## config.mk

```make
export PLATFORM = sky130hd
export DESIGN_NAME = remote_id_advert_parser_top
export DESIGN_NICKNAME = d
export VERILOG_FILES = /design/src/design/rida_pkg.sv /design/src/design/rida_walk.sv /design/src/design/rida_outq.sv /design/src/design/remote_id_advert_parser_top.sv
export SDC_FILE = /design/constraint.sdc
export NUM_CORES = 1
export LEC_CHECK = 0
export BUFFER_PORTS_ARGS = -buffer_cell sky130_fd_sc_hd__buf_2
export CAP_MARGIN = 20
export CORE_MARGIN = 2
export CORE_UTILIZATION = 40
export DETAILED_ROUTE_END_ITERATION = 10
export SETUP_SLACK_MARGIN = 0.05
export SYNTH_ARGS = -nofsm -noshare
export SYNTH_HDL_FRONTEND = slang
export SYNTH_SLANG_ARGS = --single-unit
```

## constraint.sdc

```tcl
create_clock -name clock -period 5.3 [get_ports clock]
set_input_delay 0.53 -clock clock [delete_from_list [all_inputs] [get_ports clock]]
set_output_delay 0.53 -clock clock [all_outputs]
set_load 0.01 [all_outputs]
```

## src/design/rida_pkg.sv

```systemverilog
// Shared types and constants for the Remote ID advertising parser.
// No dependencies; imported by every module of the block.
`default_nettype none

package rida_pkg;

   localparam int MaxPacketDefault = 62;
   localparam int IdCharsDefault   = 20;

   localparam int PosWidth   = 8;
   localparam int CountWidth = 5;

   localparam logic [7:0] AdTypeSvcData = 8'h16;
   localparam logic [7:0] UuidLowByte   = 8'hFA;
   localparam logic [7:0] UuidHighByte  = 8'hFF;
   localparam logic [7:0] AppCodeOdid   = 8'h0D;
   localparam logic [3:0] MsgBasicId    = 4'h0;
   localparam logic [7:0] MinSvcSize    = 8'd4;
   localparam logic [7:0] MinHdrSize    = 8'd5;
   localparam logic [7:0] MinBasicSize  = 8'd26;  // 22-byte message plus 4 header bytes
   localparam logic [7:0] CharLow       = 8'h20;
   localparam logic [7:0] CharHigh      = 8'h7E;
   localparam logic [7:0] CharSubst     = 8'h2E;

   typedef enum logic [3:0] {
      PH_LEN,
      PH_TYPE,
      PH_UUIDLO,
      PH_UUIDHI,
      PH_APP,
      PH_SKIP,
      PH_HEADER,
      PH_UATYPE,
      PH_ID
   } phase_type;

   typedef enum logic {
      KIND_CHAR    = 1'b0,
      KIND_SUMMARY = 1'b1
   } kind_type;

   typedef struct packed {
      kind_type              kind;
      logic [7:0]            id_char;
      logic                  is_drone;
      logic                  has_basic_id;
      logic [3:0]            aircraft_type;
      logic [CountWidth-1:0] id_length;
   } rsp_type;

   typedef struct packed {
      logic       fire;
      logic [1:0] push_cnt;
   } push_ctl_type;

endpackage

`default_nettype wire

```

## src/design/rida_walk.sv

```systemverilog
// AD structure walker: per-packet parse state and result generation.
// Depends on rida_pkg.
`default_nettype none

module rida_walk
   import rida_pkg::*;
#(
   parameter int MAX_PACKET = MaxPacketDefault,
   parameter int ID_CHARS   = IdCharsDefault
) (
   input  wire logic       clock,
   input  wire logic       reset,
   input  wire logic       fire,
   input  wire logic [7:0] adv_byte,
   input  wire logic [5:0] packet_length,
   input  wire logic       last_byte,
   output logic [1:0]      res_cnt,
   output rsp_type         res0,
   output rsp_type         res1
);

   localparam logic [7:0]            MaxLen  = 8'(MAX_PACKET);
   localparam logic [CountWidth-1:0] IdChars = CountWidth'(ID_CHARS);

   logic [PosWidth-1:0]   pos_ff, pos_in;
   phase_type             phase_ff, phase_in;
   logic [7:0]            left_ff, left_in;
   logic [7:0]            size_ff, size_in;
   logic                  drone_ff, drone_in;
   logic                  basic_ff, basic_in;
   logic [3:0]            type_ff, type_in;
   logic [CountWidth-1:0] chars_ff, chars_in;
   logic                  done_ff, done_in;

   // values after this byte, before the end-of-packet clear
   phase_type             step_phase;
   logic [7:0]            step_left;
   logic [7:0]            step_size;
   logic                  step_drone;
   logic                  step_basic;
   logic [3:0]            step_type;
   logic [CountWidth-1:0] step_chars;
   logic                  step_done;
   logic                  char_hit;

   logic [7:0] len8;
   logic [8:0] pos_p1;
   logic [9:0] seg_end;
   logic [7:0] left_dec;
   logic [7:0] char_val;

   assign len8     = ({2'b00, packet_length} > MaxLen) ? MaxLen : {2'b00, packet_length};
   assign pos_p1   = {1'b0, pos_ff} + 9'd1;
   assign seg_end  = {2'b00, pos_ff} + 10'd1 + {2'b00, adv_byte};
   assign left_dec = left_ff - 8'd1;

   // next state
   always_comb begin
      step_phase = phase_ff;
      step_left  = left_ff;
      step_size  = size_ff;
      step_drone = drone_ff;
      step_basic = basic_ff;
      step_type  = type_ff;
      step_chars = chars_ff;
      step_done  = done_ff;
      char_hit   = 1'b0;

      if (!done_ff) begin
         if (phase_ff == PH_LEN) begin
            if (pos_p1 >= {1'b0, len8} || adv_byte == 8'd0 || seg_end > {2'b00, len8}) begin
               step_done = 1'b1;
            end else begin
               step_size  = adv_byte;
               step_left  = adv_byte;
               step_phase = PH_TYPE;
            end
         end else begin
            step_left = left_dec;
            case (phase_ff)
               PH_TYPE: begin
                  step_phase = (adv_byte == AdTypeSvcData && size_ff >= MinSvcSize) ?
                               PH_UUIDLO : PH_SKIP;
               end
               PH_UUIDLO: begin
                  step_phase = (adv_byte == UuidLowByte) ? PH_UUIDHI : PH_SKIP;
               end
               PH_UUIDHI: begin
                  step_phase = (adv_byte == UuidHighByte) ? PH_APP : PH_SKIP;
               end
               PH_APP: begin
                  if (adv_byte == AppCodeOdid) begin
                     step_drone = 1'b1;
                     if (size_ff >= MinHdrSize) begin
                        step_phase = PH_HEADER;
                     end else begin
                        step_done = 1'b1;
                     end
                  end else begin
                     step_phase = PH_SKIP;
                  end
               end
               PH_HEADER: begin
                  if (adv_byte[7:4] == MsgBasicId && size_ff >= MinBasicSize) begin
                     step_phase = PH_UATYPE;
                  end else begin
                     step_done = 1'b1;
                  end
               end
               PH_UATYPE: begin
                  step_type  = adv_byte[7:4];
                  step_basic = 1'b1;
                  step_chars = '0;
                  step_phase = PH_ID;
               end
               PH_ID: begin
                  if (adv_byte == 8'd0) begin
                     step_done = 1'b1;
                  end else begin
                     char_hit   = 1'b1;
                     step_chars = chars_ff + CountWidth'(1);
                     if (step_chars >= IdChars) begin
                        step_done = 1'b1;
                     end
                  end
               end
               default: begin
               end
            endcase
            if (!step_done && step_phase == PH_SKIP && left_dec == 8'd0) begin
               step_phase = PH_LEN;
            end
         end
      end

      if (last_byte) begin
         pos_in   = '0;
         phase_in = PH_LEN;
         left_in  = '0;
         size_in  = '0;
         drone_in = 1'b0;
         basic_in = 1'b0;
         type_in  = '0;
         chars_in = '0;
         done_in  = 1'b0;
      end else begin
         pos_in   = (pos_ff != {PosWidth{1'b1}}) ? pos_ff + PosWidth'(1) : pos_ff;
         phase_in = step_phase;
         left_in  = step_left;
         size_in  = step_size;
         drone_in = step_drone;
         basic_in = step_basic;
         type_in  = step_type;
         chars_in = step_chars;
         done_in  = step_done;
      end
   end

   // results
   always_comb begin
      rsp_type chr;
      rsp_type smry;

      char_val = (adv_byte inside {[CharLow:CharHigh]}) ? adv_byte : CharSubst;

      chr               = '0;
      chr.kind          = KIND_CHAR;
      chr.id_char       = char_val;

      smry               = '0;
      smry.kind          = KIND_SUMMARY;
      smry.is_drone      = step_drone;
      smry.has_basic_id  = step_basic;
      smry.aircraft_type = step_basic ? step_type : 4'd0;
      smry.id_length     = step_chars;

      res0    = char_hit ? chr : smry;
      res1    = smry;
      res_cnt = {1'b0, char_hit} + {1'b0, last_byte};
   end

   always_ff @(posedge clock) begin
      if (reset) begin
         pos_ff   <= '0;
         phase_ff <= PH_LEN;
         left_ff  <= '0;
         size_ff  <= '0;
         drone_ff <= 1'b0;
         basic_ff <= 1'b0;
         type_ff  <= '0;
         chars_ff <= '0;
         done_ff  <= 1'b0;
      end else if (fire) begin
         pos_ff   <= pos_in;
         phase_ff <= phase_in;
         left_ff  <= left_in;
         size_ff  <= size_in;
         drone_ff <= drone_in;
         basic_ff <= basic_in;
         type_ff  <= type_in;
         chars_ff <= chars_in;
         done_ff  <= done_in;
      end
   end

`ifndef SYNTH
   a_chars_bound: assert property (@(posedge clock) disable iff (reset)
      chars_ff <= IdChars)
      else $error("ID character count past limit");

   a_last_clears: assert property (@(posedge clock) disable iff (reset)
      fire && last_byte |=> pos_ff == '0 && !done_ff && chars_ff == '0)
      else $error("packet state not cleared after last byte");

   a_char_in_basic: assert property (@(posedge clock) disable iff (reset)
      fire && char_hit |-> drone_ff && basic_ff && !done_ff)
      else $error("ID character outside a Basic ID message");

   a_done_holds: assert property (@(posedge clock) disable iff (reset)
      fire && done_ff && !last_byte |=> done_ff && $stable(chars_ff) && $stable(drone_ff))
      else $error("walk state changed after verdict");
`endif

endmodule

`default_nettype wire

```

## src/design/rida_outq.sv

```systemverilog
// Two-entry result queue; head entry drives the response ports.
// Depends on rida_pkg.
`default_nettype none

module rida_outq
   import rida_pkg::*;
(
   input  wire logic         clock,
   input  wire logic         reset,
   input  wire push_ctl_type push,
   input  wire rsp_type      push0,
   input  wire rsp_type      push1,
   output logic [1:0]        count,
   output logic              rsp_valid,
   input  wire logic         rsp_ready,
   output rsp_type           rsp_data
);

   rsp_type    s0_ff, s0_in;
   rsp_type    s1_ff, s1_in;
   logic [1:0] count_ff, count_in;
   logic       pop;
   rsp_type    rem0;
   logic [1:0] rem_cnt;
   logic [1:0] push_cnt;

   assign pop       = (count_ff != 2'd0) && rsp_ready;
   assign push_cnt  = push.fire ? push.push_cnt : 2'd0;
   assign rem0      = pop ? s1_ff : s0_ff;
   assign rem_cnt   = count_ff - {1'b0, pop};

   always_comb begin
      s0_in    = (rem_cnt != 2'd0) ? rem0 : push0;
      case (rem_cnt)
         2'd2:    s1_in = s1_ff;
         2'd1:    s1_in = push0;
         default: s1_in = push1;
      endcase
      count_in = rem_cnt + push_cnt;
   end

   always_ff @(posedge clock) begin
      if (reset) begin
         count_ff <= '0;
      end else begin
         count_ff <= count_in;
      end
   end

   always_ff @(posedge clock) begin
      s0_ff <= s0_in;
      s1_ff <= s1_in;
   end

   assign count     = count_ff;
   assign rsp_valid = (count_ff != 2'd0);
   assign rsp_data  = s0_ff;

endmodule

`default_nettype wire

```

## src/design/remote_id_advert_parser_top.sv

```systemverilog
// Path: an accepted request is held in the input register, then its results enter the result queue.
// Throughput: one request per cycle while the result queue has room for its results; a request
// giving an ID character and the summary puts both on the response port in turn, via the result queue.
// Reset: synchronous, active high; clears the parse state, input stage and result queue.
// Top level: input register, walker (rida_walk) and result queue (rida_outq); uses rida_pkg.
`default_nettype none

module remote_id_advert_parser_top
   import rida_pkg::*;
#(
   parameter int MAX_PACKET = MaxPacketDefault,
   parameter int ID_CHARS   = IdCharsDefault
) (
   input  wire logic       clock,
   input  wire logic       reset,
   input  wire logic       req_valid,
   output logic            req_ready,
   input  wire logic [7:0] req_adv_byte,
   input  wire logic [5:0] req_packet_length,
   input  wire logic       req_last_byte,
   output logic            rsp_valid,
   input  wire logic       rsp_ready,
   output logic            rsp_kind,
   output logic [7:0]      rsp_id_char,
   output logic            rsp_is_drone,
   output logic            rsp_has_basic_id,
   output logic [3:0]      rsp_aircraft_type,
   output logic [4:0]      rsp_id_length
);

   logic       in_valid_ff, in_valid_in;
   logic [7:0] in_byte_ff;
   logic [5:0] in_plen_ff;
   logic       in_last_ff;

   logic [1:0]   res_cnt;
   rsp_type      res0, res1;
   logic [1:0]   q_count;
   push_ctl_type push;
   rsp_type      head;
   logic         fire;

   // results always fit: queue fill plus this request's results stays within two
   assign fire      = in_valid_ff && (({1'b0, q_count} + {1'b0, res_cnt}) <= 3'd2);
   assign req_ready = !in_valid_ff || fire;

   always_comb begin
      if (req_valid && req_ready) begin
         in_valid_in = 1'b1;
      end else if (fire) begin
         in_valid_in = 1'b0;
      end else begin
         in_valid_in = in_valid_ff;
      end
   end

   always_ff @(posedge clock) begin
      if (reset) begin
         in_valid_ff <= 1'b0;
      end else begin
         in_valid_ff <= in_valid_in;
      end
   end

   always_ff @(posedge clock) begin
      if (req_valid && req_ready) begin
         in_byte_ff <= req_adv_byte;
         in_plen_ff <= req_packet_length;
         in_last_ff <= req_last_byte;
      end
   end

   rida_walk #(
      .MAX_PACKET (MAX_PACKET),
      .ID_CHARS   (ID_CHARS)
   ) u_walk (
      .clock         (clock),
      .reset         (reset),
      .fire          (fire),
      .adv_byte      (in_byte_ff),
      .packet_length (in_plen_ff),
      .last_byte     (in_last_ff),
      .res_cnt       (res_cnt),
      .res0          (res0),
      .res1          (res1)
   );

   assign push.fire     = fire;
   assign push.push_cnt = res_cnt;

   rida_outq u_outq (
      .clock     (clock),
      .reset     (reset),
      .push      (push),
      .push0     (res0),
      .push1     (res1),
      .count     (q_count),
      .rsp_valid (rsp_valid),
      .rsp_ready (rsp_ready),
      .rsp_data  (head)
   );

   assign rsp_kind          = head.kind;
   assign rsp_id_char       = head.id_char;
   assign rsp_is_drone      = head.is_drone;
   assign rsp_has_basic_id  = head.has_basic_id;
   assign rsp_aircraft_type = head.aircraft_type;
   assign rsp_id_length     = head.id_length;

endmodule

`default_nettype wire

```

# After elaboration in Yosys (flattened, before gate mapping)
# Index checks and enable logic that the tools add are counted.
[totals]
reg_bits = 98
input_bits = 19
output_inout_bits = 22
elab_cells = 157
[classes]
add_sub_neg = 10
n_lt_le_gt_ge = 10
n_eq_ne = 19
mux = 67
n_reduce_logical = 25
[op_table]
columns = ["cell", "n"]
rows = [
  ["$mux 8", 10],
  ["$mux 20", 3],
  ["$mux 4", 15],
  ["$pmux 20 s2", 1],
  ["$mux 1", 27],
  ["$pmux 4 s6", 1],
  ["$mux 5", 4],
  ["$add 8x1->9 const B", 2],
  ["$eq 4x3->1 const B", 4],
  ["$eq 8x8->1 const B", 2],
  ["$ge 8x3->1 const B", 2],
  ["$logic_not 8->1", 2],
  ["$add 10x8->10", 1],
  ["$gt 10x8->1", 1],
  ["$pmux 5 s2", 1],
  ["$reduce_bool 2->1", 5],
  ["$ge 9x8->1", 1],
  ["$add 8x1->8 const B", 1],
  ["$eq 4x2->1 const B", 2],
  ["$eq 8x4->1 const B", 1],
  ["$eq 8x5->1 const B", 1],
  ["$ge 8x5->1 const B", 1],
  ["$ge 8x6->1 const B", 1],
  ["$le 8x7->1 const B", 1],
  ["28 further kinds", 41],
]

# Longest topological paths before layout
# Gate-level depths: netlist (run 1).
[logic_depth]
word_depth = 14
mapped_depth = 17
ltp_nobuf = 15

# By module
# Synthesis (run 1) repeated with hierarchy kept, for this count alone.
[hier_totals]
cells_unflattened = 576
hier_area_um2 = 5840.6
[modules_own_cells]
columns = ["module", "instances", "cells_each", "area_each_um2", "seq_area_each_um2"]
rows = [
  ["rida_walk", 1, 442, 3349.5, 800.8],
  ["rida_outq", 1, 108, 1940.6, 1241.2],
  ["remote_id_advert_parser_top", 1, 26, 550.5, 470.5],
]

# Worst setup path after synthesis (run 1)
# OpenSTA, ideal clock, no wires.
[synth_path]
path_kind = "register to register"
startpoint = "register in_byte_ff[6]"
endpoint = "register in_byte_ff[0] (enable)"
setup_time_ps = 392
arrival_ps = 3707
required_time_ps = 4908
setup_slack_ps = 1202
stages_incl_launch_ff = 13
path_buffers = 2
synth_period_minus_slack_ps = 4098
cell_sequence = "edfxtp_1 buf_6 or4_4 nor4_4 or3_1 buf_6 inv_6 ha_1 ha_1 inv_1 fa_1 o21ai_0 a21oi_1"
[synth_between]
elab_chain_cells = 11
[synth_rtl]
columns = ["element", "line", "text"]
rows = [
  ["start: declaration", "remote_id_advert_parser_top.sv:32", "logic [7:0] in_byte_ff;"],
  ["start signal: assignment", "remote_id_advert_parser_top.sv:67", "in_byte_ff <= req_adv_byte;"],
  ["$logic_not 8->1", "rida_walk.sv:117", "if (adv_byte == 8'd0) begin"],
  ["$mux 1", "rida_walk.sv:117", ""],
  ["$mux 1", "rida_walk.sv:80", "case (phase_ff)"],
  ["$mux 1", "rida_walk.sv:70", "if (phase_ff == PH_LEN) begin"],
  ["$mux 1", "rida_walk.sv:69", "if (!done_ff) begin"],
  ["$add 1x1->2", "rida_walk.sv:179", "res_cnt = {1'b0, char_hit} + {1'b0, last_byte};"],
  ["$add 2x2->3", "remote_id_advert_parser_top.sv:44", "assign fire = in_valid_ff && (({1'b0, q_count} + {1'b0, res_cnt}) <= 3'd2);"],
  ["$le 3x2->1", "remote_id_advert_parser_top.sv:44", ""],
  ["$logic_and 1x1->1", "remote_id_advert_parser_top.sv:44", ""],
  ["$logic_or 1x1->1", "remote_id_advert_parser_top.sv:45", "assign req_ready = !in_valid_ff || fire;"],
  ["$logic_and 1x1->1", "remote_id_advert_parser_top.sv:66", "if (req_valid && req_ready) begin"],
]
# No other way between the ends.
# A chain may end at the register's enable or synchronous reset.

# Worst setup path in the final report (run 1)
[layout_path]
startpoint = "register in_byte_ff[6]"
endpoint = "register u_walk.left_ff[7]"
[layout_between]
elab_chain_cells = 10
elab_cells_between_ends = 15
classes_between = "add/sub: 3; order compare: 2; eq/ne: 1; mux: 4; reduce/logical: 5"
[layout_rtl]
columns = ["element", "line", "text"]
rows = [
  ["$logic_not 8->1", "rida_walk.sv:71, rida_walk.sv:117", ""],
  ["$mux 1", "rida_walk.sv:117", ""],
  ["$mux 1", "rida_walk.sv:80", ""],
  ["$mux 1", "rida_walk.sv:70", ""],
  ["$mux 1", "rida_walk.sv:69", ""],
  ["$add 1x1->2", "rida_walk.sv:179", ""],
  ["$add 2x2->3", "remote_id_advert_parser_top.sv:44", ""],
  ["$le 3x2->1", "remote_id_advert_parser_top.sv:44", ""],
  ["$logic_and 1x1->1", "remote_id_advert_parser_top.sv:44", ""],
  ["$reduce_and 3->1 (no source line) (*)", "--", ""],
  ["end signal: assignment", "rida_walk.sv:196", "left_ff <= left_in;"],
  ["end: declaration", "rida_walk.sv:27", "logic [7:0] left_ff, left_in;"],
]
# Mark *: on every way between the ends. The rest lies on a longest branch, timed or not.

==> results of run 1 <==
synthesized netlist by cell type (6+ instances only):
| library cell | instances | area [sq um] |
|---|---|---|
| inv_1 | 38 | 142.6 |
| nor2_1 | 58 | 217.7 |
| a31oi_1 | 6 | 37.54 |
| xnor2_1 | 9 | 78.83 |
| a21oi_1 | 31 | 155.2 |
| and2_1 | 8 | 50.05 |
| ha_1 | 30 | 375.4 |
| edfxtp_1 | 55 | 1652 |
| o221ai_1 | 6 | 52.55 |
| mux2i_1 | 14 | 140.1 |
| a21o_1 | 10 | 75.07 |
| dfxtp_1 | 43 | 860.8 |
| nand3_1 | 17 | 85.08 |
| nor2b_1 | 6 | 37.54 |
| nor4_1 | 6 | 37.54 |
| clkbuf_1 | 20 | 75.07 |
| o21ai_0 | 28 | 140.1 |
| o211ai_1 | 7 | 52.55 |
| nor3_1 | 16 | 80.08 |
| nor2_2 | 6 | 37.54 |
| nand4_1 | 7 | 43.79 |
| a22oi_1 | 13 | 97.59 |
| nand2_1 | 72 | 270.3 |
metal layers:
metal,wire length [um],share of wire [%]
met4,243,1.9
met2,6292,48
met1,5914,46
met3,541,4.2
met5,0,0
sequential cells by signal, summed over array words and instances (netlist names):
| name | cells |
|---|---|
| u_outq.s1_ff | 20 |
| u_walk.size_ff | 8 |
| u_walk.left_ff | 8 |
| u_walk.basic_ff | 1 |
| u_outq.rsp_data | 20 |
| u_walk.pos_ff | 8 |
| in_last_ff | 1 |
| u_walk.type_ff | 4 |
| in_valid_ff | 1 |
| u_walk.chars_ff | 5 |
| u_walk.done_ff | 1 |
| u_walk.phase_ff | 4 |
| in_byte_ff | 8 |
| u_outq.count | 2 |
| in_plen_ff | 6 |
| u_walk.drone_ff | 1 |
power by group through the flow:
stage                     Sequential (mW)  Clock [mW]  Combinational (mW)
after floorplan                      1.10           0               0.434
after global placement               1.08           0               0.656
after detailed placement             1.08           0               0.664
after CTS                            1.07       0.720               0.666
after global routing                 1.08       0.752               0.741
final                                1.06       0.710               0.655
cell usage in the layout, fill, tap and decap left out, types with 7 or more instances in the layout:
cell type  count
nand2_1       72
nor2_1        58
edfxtp_1      55
dfxtp_1       43
buf_2         40
inv_1         38
a21oi_1       31
ha_1          30
o21ai_0       28
nand3_1       17
nor3_1        16
mux2i_1       14
a22oi_1       13
a21o_1        10
buf_4         10
xnor2_1        9
clkbuf_16      9
and2_1         8
nand4_1        7
o211ai_1       7
metrics by stage:
step	utilization (%)	power [mW]	hold WS (ns)	instance area, sq um
6_report	45.96	2.427	0.3453	6330
5_1_grt	45.96	2.573	0.3302	6330
4_1_cts	45.96	2.451	0.3363	6330
3_5_place_dp	43.64	1.746	0.4603	6011
3_3_place_gp	43.64	1.734	0.4446	6011
2_1_floorplan	-	1.535	0.4316	5615
worst max-delay path by stage:
stage | start | slack (ns) | to
2_1_floorplan | in_byte_ff[6]$_DFFE_PP_ | 1.20 | in_byte_ff[0]$_DFFE_PP_
3_3_place_gp | in_byte_ff[6]$_DFFE_PP_ | 0.93 | u_walk.left_ff[7]$_SDFFE_PP0P_
3_5_place_dp | in_byte_ff[6]$_DFFE_PP_ | 0.79 | u_walk.left_ff[7]$_SDFFE_PP0P_
4_1_cts | in_byte_ff[6]$_DFFE_PP_ | 0.75 | req_ready
5_1_grt | in_byte_ff[6]$_DFFE_PP_ | 0.45 | u_walk.left_ff[7]$_SDFFE_PP0P_
6_report | in_byte_ff[6]$_DFFE_PP_ | 0.73 | u_walk.left_ff[7]$_SDFFE_PP0P_
cell families after synthesis:
| logic type | share of synthesized area, % |
|---|---|
| mux | 2.495 |
| buf+inv | 4.791 |
| fa+ha+maj | 7.398 |
| other cells | 0.06678 |
| simple gates | 20.86 |
| flops | 44.74 |
| xor+xnor | 2.184 |
| compound gates | 17.47 |
area by class of cell:
cell class                      count  area (sq um)  share of cell area [%]
Clock inverter                      7         93.84                   1.483
Clock buffer                        9         225.2                   3.558
Sequential cell                    98          2512                   39.69
Tap cell                          180         225.2                   3.558
Timing Repair Buffer               50         275.3                   4.349
Inverter                           40         157.7                   2.491
Multi-Input combinational cell    437          2840                   44.87
worst register-to-register path, delay by kind of cell (launching register included):
family	cells	cell delay (ns)
simple gates	5	1.94
compound gates	4	0.86
buf+inv	2	0.16
fa+ha+maj	3	0.93
flops	1	0.56
==> impl_metrics.json, run 1 <==
{
  "synthDistinctLibCells": 71,
  "finalHoldViolations": 0,
  "post_cts_buffers": 0,
  "instances_no_fill": 821,
  "cp_top_family": "simple AND/OR/NAND/NOR gates",
  "coreArea_sq_mm": 0.01377,
  "post_cts_resized": 0,
  "antenna_cells": 0,
  "fmax_ghz": 0.2190,
  "arrival_ns": 4.80,
  "root_buffer": "clkbuf_16",
  "worstSetupPathType": "reg -> reg",
  "yosysWarnings": 0,
  "timing.final.ws_setup_ns": 0.7339,
  "ys_async_sr_fraction_pct": 0,
  "cp-end-kind": "flop",
  "drv_slew": 0,
  "antenna_found_initial": 0,
  "hpwl_um": 9613,
  "avgSynthCellArea_sq_um": 9.359,
  "setup_viol": 0,
  "slowest_delay_ns": 0.62,
  "cts_inserted_buffers": 9,
  "first_pass_iters": 5,
  "tightest_slew_ns": 0.8831,
  "pre_cts_ws_ns": 0.7882,
  "globalplace.congestion": 0.9357,
  "ys_seq_elements": 98,
  "reg2reg_slack_ns": 0.73,
  "fin_skew_ns": 0.008098,
  "track_usage_pct": 18.42,
  "synth_nets": 651,
  "die-area_sq_mm": 0.01500,
  "ir_drop_mv": 0.2058,
  "worstPathMaxFanout": 10,
  "path_buf_inv": 2,
  "reg2reg_to": "u_walk.left_ff[7]$_SDFFE_PP0P_",
  "cts.sinks": 98,
  "place_inst": 805,
  "use_met2_pct": 31.49,
  "power-per-cell-area_mw_per_mm2": 383.5,
  "top_usage_layer": "met2",
  "cts_tree": "done",
  "final.setup.tns_ns": 0,
  "drive_above_1_share_pct": 14.35,
  "vias": 4518,
  "overflow": 0,
  "grtUsageMet3_pct": 3.903,
  "p_leak_nw": 2.527,
  "grt_max_degree": 25,
  "met1_usage_pct": 22.77,
  "crit_chain": "or4_4 -> nor4_4 -> or3_1 -> inv_6 -> ha_1 -> ha_1 -> inv_1 -> fa_1 -> o211ai_2 -> nor2_1 -> nand3_1 -> o21ai_0 -> a31oi_1 -> o22ai_1",
  "first_global_vias": 4319,
  "dieWidth_um": 122.5,
  "r2r_start": "in_byte_ff[6]$_DFFE_PP_",
  "clk_latency_ns": 0.36,
  "numPortBuffers": 40,
  "area_growth_pct": 12.72,
  "io_pins": 41,
  "drc": 0,
  "maxCapViolations": 0,
  "synth_flop_cell": "edfxtp_1",
  "fillCellCount": 1336,
  "final_nets": 687,
  "crit_top_cell": "ha_1",
  "slowest_stage": "or4_4",
  "viasPerCell": 5.503,
  "critPathRequiredTime_ns": 5.54,
  "pwr-share-clk_pct": 29.2,
  "path_clk_slew_ns": 0.07,
  "p_sw_share_pct": 33.40,
  "period_minus_slack_ns": 4.566,
  "antenna_left": 0,
  "h-tree-depth": 3,
  "status": "complete, no violations",
  "ys_seq_area_share_pct": 44.74,
  "syn_inst": 600,
  "drt_wl_total_um": 12990,
  "synth_edf_count": 55,
  "hold_buffers": 0,
  "combPwrFrac_pct": 27.0,
  "worstHoldPathCells": 1,
  "clk_path_buf_depth": 2,
  "netSwitchingPower_uw": 810.7,
  "r2r_cells": 14,
  "start_util_pct": 40.77,
  "hp-class": "in -> reg",
  "drtIter0Drc": 331,
  "sequentialPowerShare_pct": 43.8,
  "die_y_um": 122.5,
  "grt_pass1_wl_um": 21310,
  "internal_power_mw": 1.617,
  "worstHoldStart": "req_adv_byte[5]",
  "hold_end": "in_byte_ff[5]$_DFFE_PP_",
  "cp_num_cells": 14,
  "rows": 43,
  "setup.worst_path.start_class": "flop",
  "relSlewSlack_pct": 41.12,
  "rsz0062_at_grt": "no",
  "min_period_over_period_pct": 86.15,
  "synth.cell_area_sq_mm": 0.005615,
  "wl_per_cell_um": 15.82
}
Note: power is estimated with default switching activity, not from simulation.
==> run 2, diff against run 1 <==
RECOVER_POWER = 25   (was default)
==> impl_metrics.json, run 2 (same netlist as run 1, synthesis figures left out) <==
{
  "status": "complete, no violations",
  "worstPathMaxFanout": 10,
  "placed_cell_area_sq_mm": 0.006011,
  "fin_skew_ns": 0.007882,
  "post_cts_resized": 0,
  "post_cts_buffers": 0,
  "drv_slew": 0,
  "pre_cts_ws_ns": 0.7882,
  "drtIter0Drc": 333,
  "hpwl_um": 9613,
  "setup.worst_path.start_class": "flop",
  "globalplace.congestion": 0.9357,
  "final_area_sq_mm": 0.006302,
  "relSlewSlack_pct": 40.93,
  "maxCapViolations": 0,
  "critPathRequiredTime_ns": 5.58,
  "first_global_vias": 4319,
  "drt_wl_total_um": 13020,
  "timing.final.ws_setup_ns": 0.7238,
  "top_usage_layer": "met2",
  "tightest_slew_ns": 0.8860,
  "cp-end-kind": "flop",
  "overflow": 0,
  "hp-class": "in -> reg",
  "die-area_sq_mm": 0.01500,
  "coreArea_sq_mm": 0.01377,
  "arrival_ns": 4.86,
  "rows": 43,
  "viasPerCell": 5.505,
  "area_growth_pct": 12.23,
  "numPortBuffers": 40,
  "timing.hold.ws_ns": 0.3459,
  "layout_common_cells": "nand2_1 (72), nor2_1 (58), edfxtp_1 (55), dfxtp_1 (43), inv_1 (38)",
  "die_y_um": 122.5,
  "cts_tree": "done",
  "wl_per_cell_um": 15.86,
  "cts_inserted_buffers": 9,
  "track_usage_pct": 18.42,
  "final.setup.tns_ns": 0,
  "post-route-util_pct": 45.76,
  "min_period_over_period_pct": 86.34,
  "use_met2_pct": 31.49,
  "clk_latency_ns": 0.36,
  "hold_buffers": 0,
  "antenna_left": 0,
  "path_clk_slew_ns": 0.07,
  "power-per-cell-area_mw_per_mm2": 382.8,
  "ir_drop_mv": 0.2053,
  "start_util_pct": 40.77,
  "clk_path_buf_depth": 2,
  "worstSetupPathType": "reg -> reg",
  "p_leak_nw": 2.451,
  "layout_commonest_cell": "nand2_1",
  "rsz0062_at_grt": "no",
  "drc": 0,
  "finalHoldViolations": 0,
  "first_pass_iters": 5,
  "vias": 4520,
  "grtUsageMet3_pct": 3.903,
  "fmax_ghz": 0.2185,
  "io_pins": 41,
  "setup_viol": 0,
  "h-tree-depth": 3,
  "period_minus_slack_ns": 4.576,
  "met1_usage_pct": 22.77,
  "drive_above_1_share_pct": 10.92,
  "antenna_cells": 0,
  "grt_pass1_wl_um": 21310,
  "dieWidth_um": 122.5,
  "final_nets": 687,
  "root_buffer": "clkbuf_16",
  "cts.sinks": 98,
  "antenna_found_initial": 0,
  "grt_max_degree": 25
}
-- run 2: layer usage --
metal  routed length (um)  share of wire (%)
met1                 5929                 46
met2                 6277                 48
met3                  566                4.3
met4                  247                1.9
met5                    0                  0
-- run 2: worst max-delay path, cell delays in order (launching register included) --
cell and delay, ns:
edfxtp_1 0.56, or4_4 0.62, nor4_4 0.47, or3_1 0.42
inv_6 0.09, ha_1 0.30, ha_1 0.18, inv_1 0.07
fa_1 0.45, o211a_1 0.34, a21oi_1 0.41, nand2_1 0.27
o21ai_0 0.13, a31oi_1 0.06, o22ai_1 0.13
-- run 2: area by class of cell --
| class | count | area [sq um] |
|---|---|---|
| Clock inverter | 7 | 93.84 |
| Inverter | 40 | 157.7 |
| Multi-Input combinational cell | 437 | 2840 |
| Fill cell | 1345 | 7471 |
| Sequential cell | 98 | 2512 |
| Tap cell | 180 | 225.2 |
| Timing Repair Buffer | 50 | 247.7 |
| Clock buffer | 9 | 225.2 |
-- run 2: stage by stage --
| step | instances | power, mW |
|---|---|---|
| final | 821 | 2.412 |
| after global routing | 821 | 2.556 |
| after CTS | 821 | 2.451 |
| after detailed placement | 805 | 1.746 |
| after global placement | 805 | 1.734 |
| after floorplan | 600 | 1.535 |
-- run 2: report_power, final --
part           internal [mW]  leakage, nW  switching, mW  total (mW)
Clock                  0.413        0.153          0.297       0.710
Combinational          0.172         1.36          0.466       0.638
Sequential              1.01        0.936         0.0510        1.07
Total                   1.60         2.45          0.814        2.41
-- run 2: path summary, 6_finish.rpt --
check                                                     from                             end  slack [ns]  depth (start not counted)
worst min register to register  u_walk.size_ff[5]$_SDFFE_PP0P_  u_walk.size_ff[5]$_SDFFE_PP0P_        0.47                          2
worst max-delay path                   in_byte_ff[6]$_DFFE_PP_  u_walk.left_ff[7]$_SDFFE_PP0P_        0.72                         14
worst max register to register         in_byte_ff[6]$_DFFE_PP_  u_walk.left_ff[7]$_SDFFE_PP0P_        0.72                         14
worst min-delay path                           req_adv_byte[5]         in_byte_ff[5]$_DFFE_PP_        0.35                          1
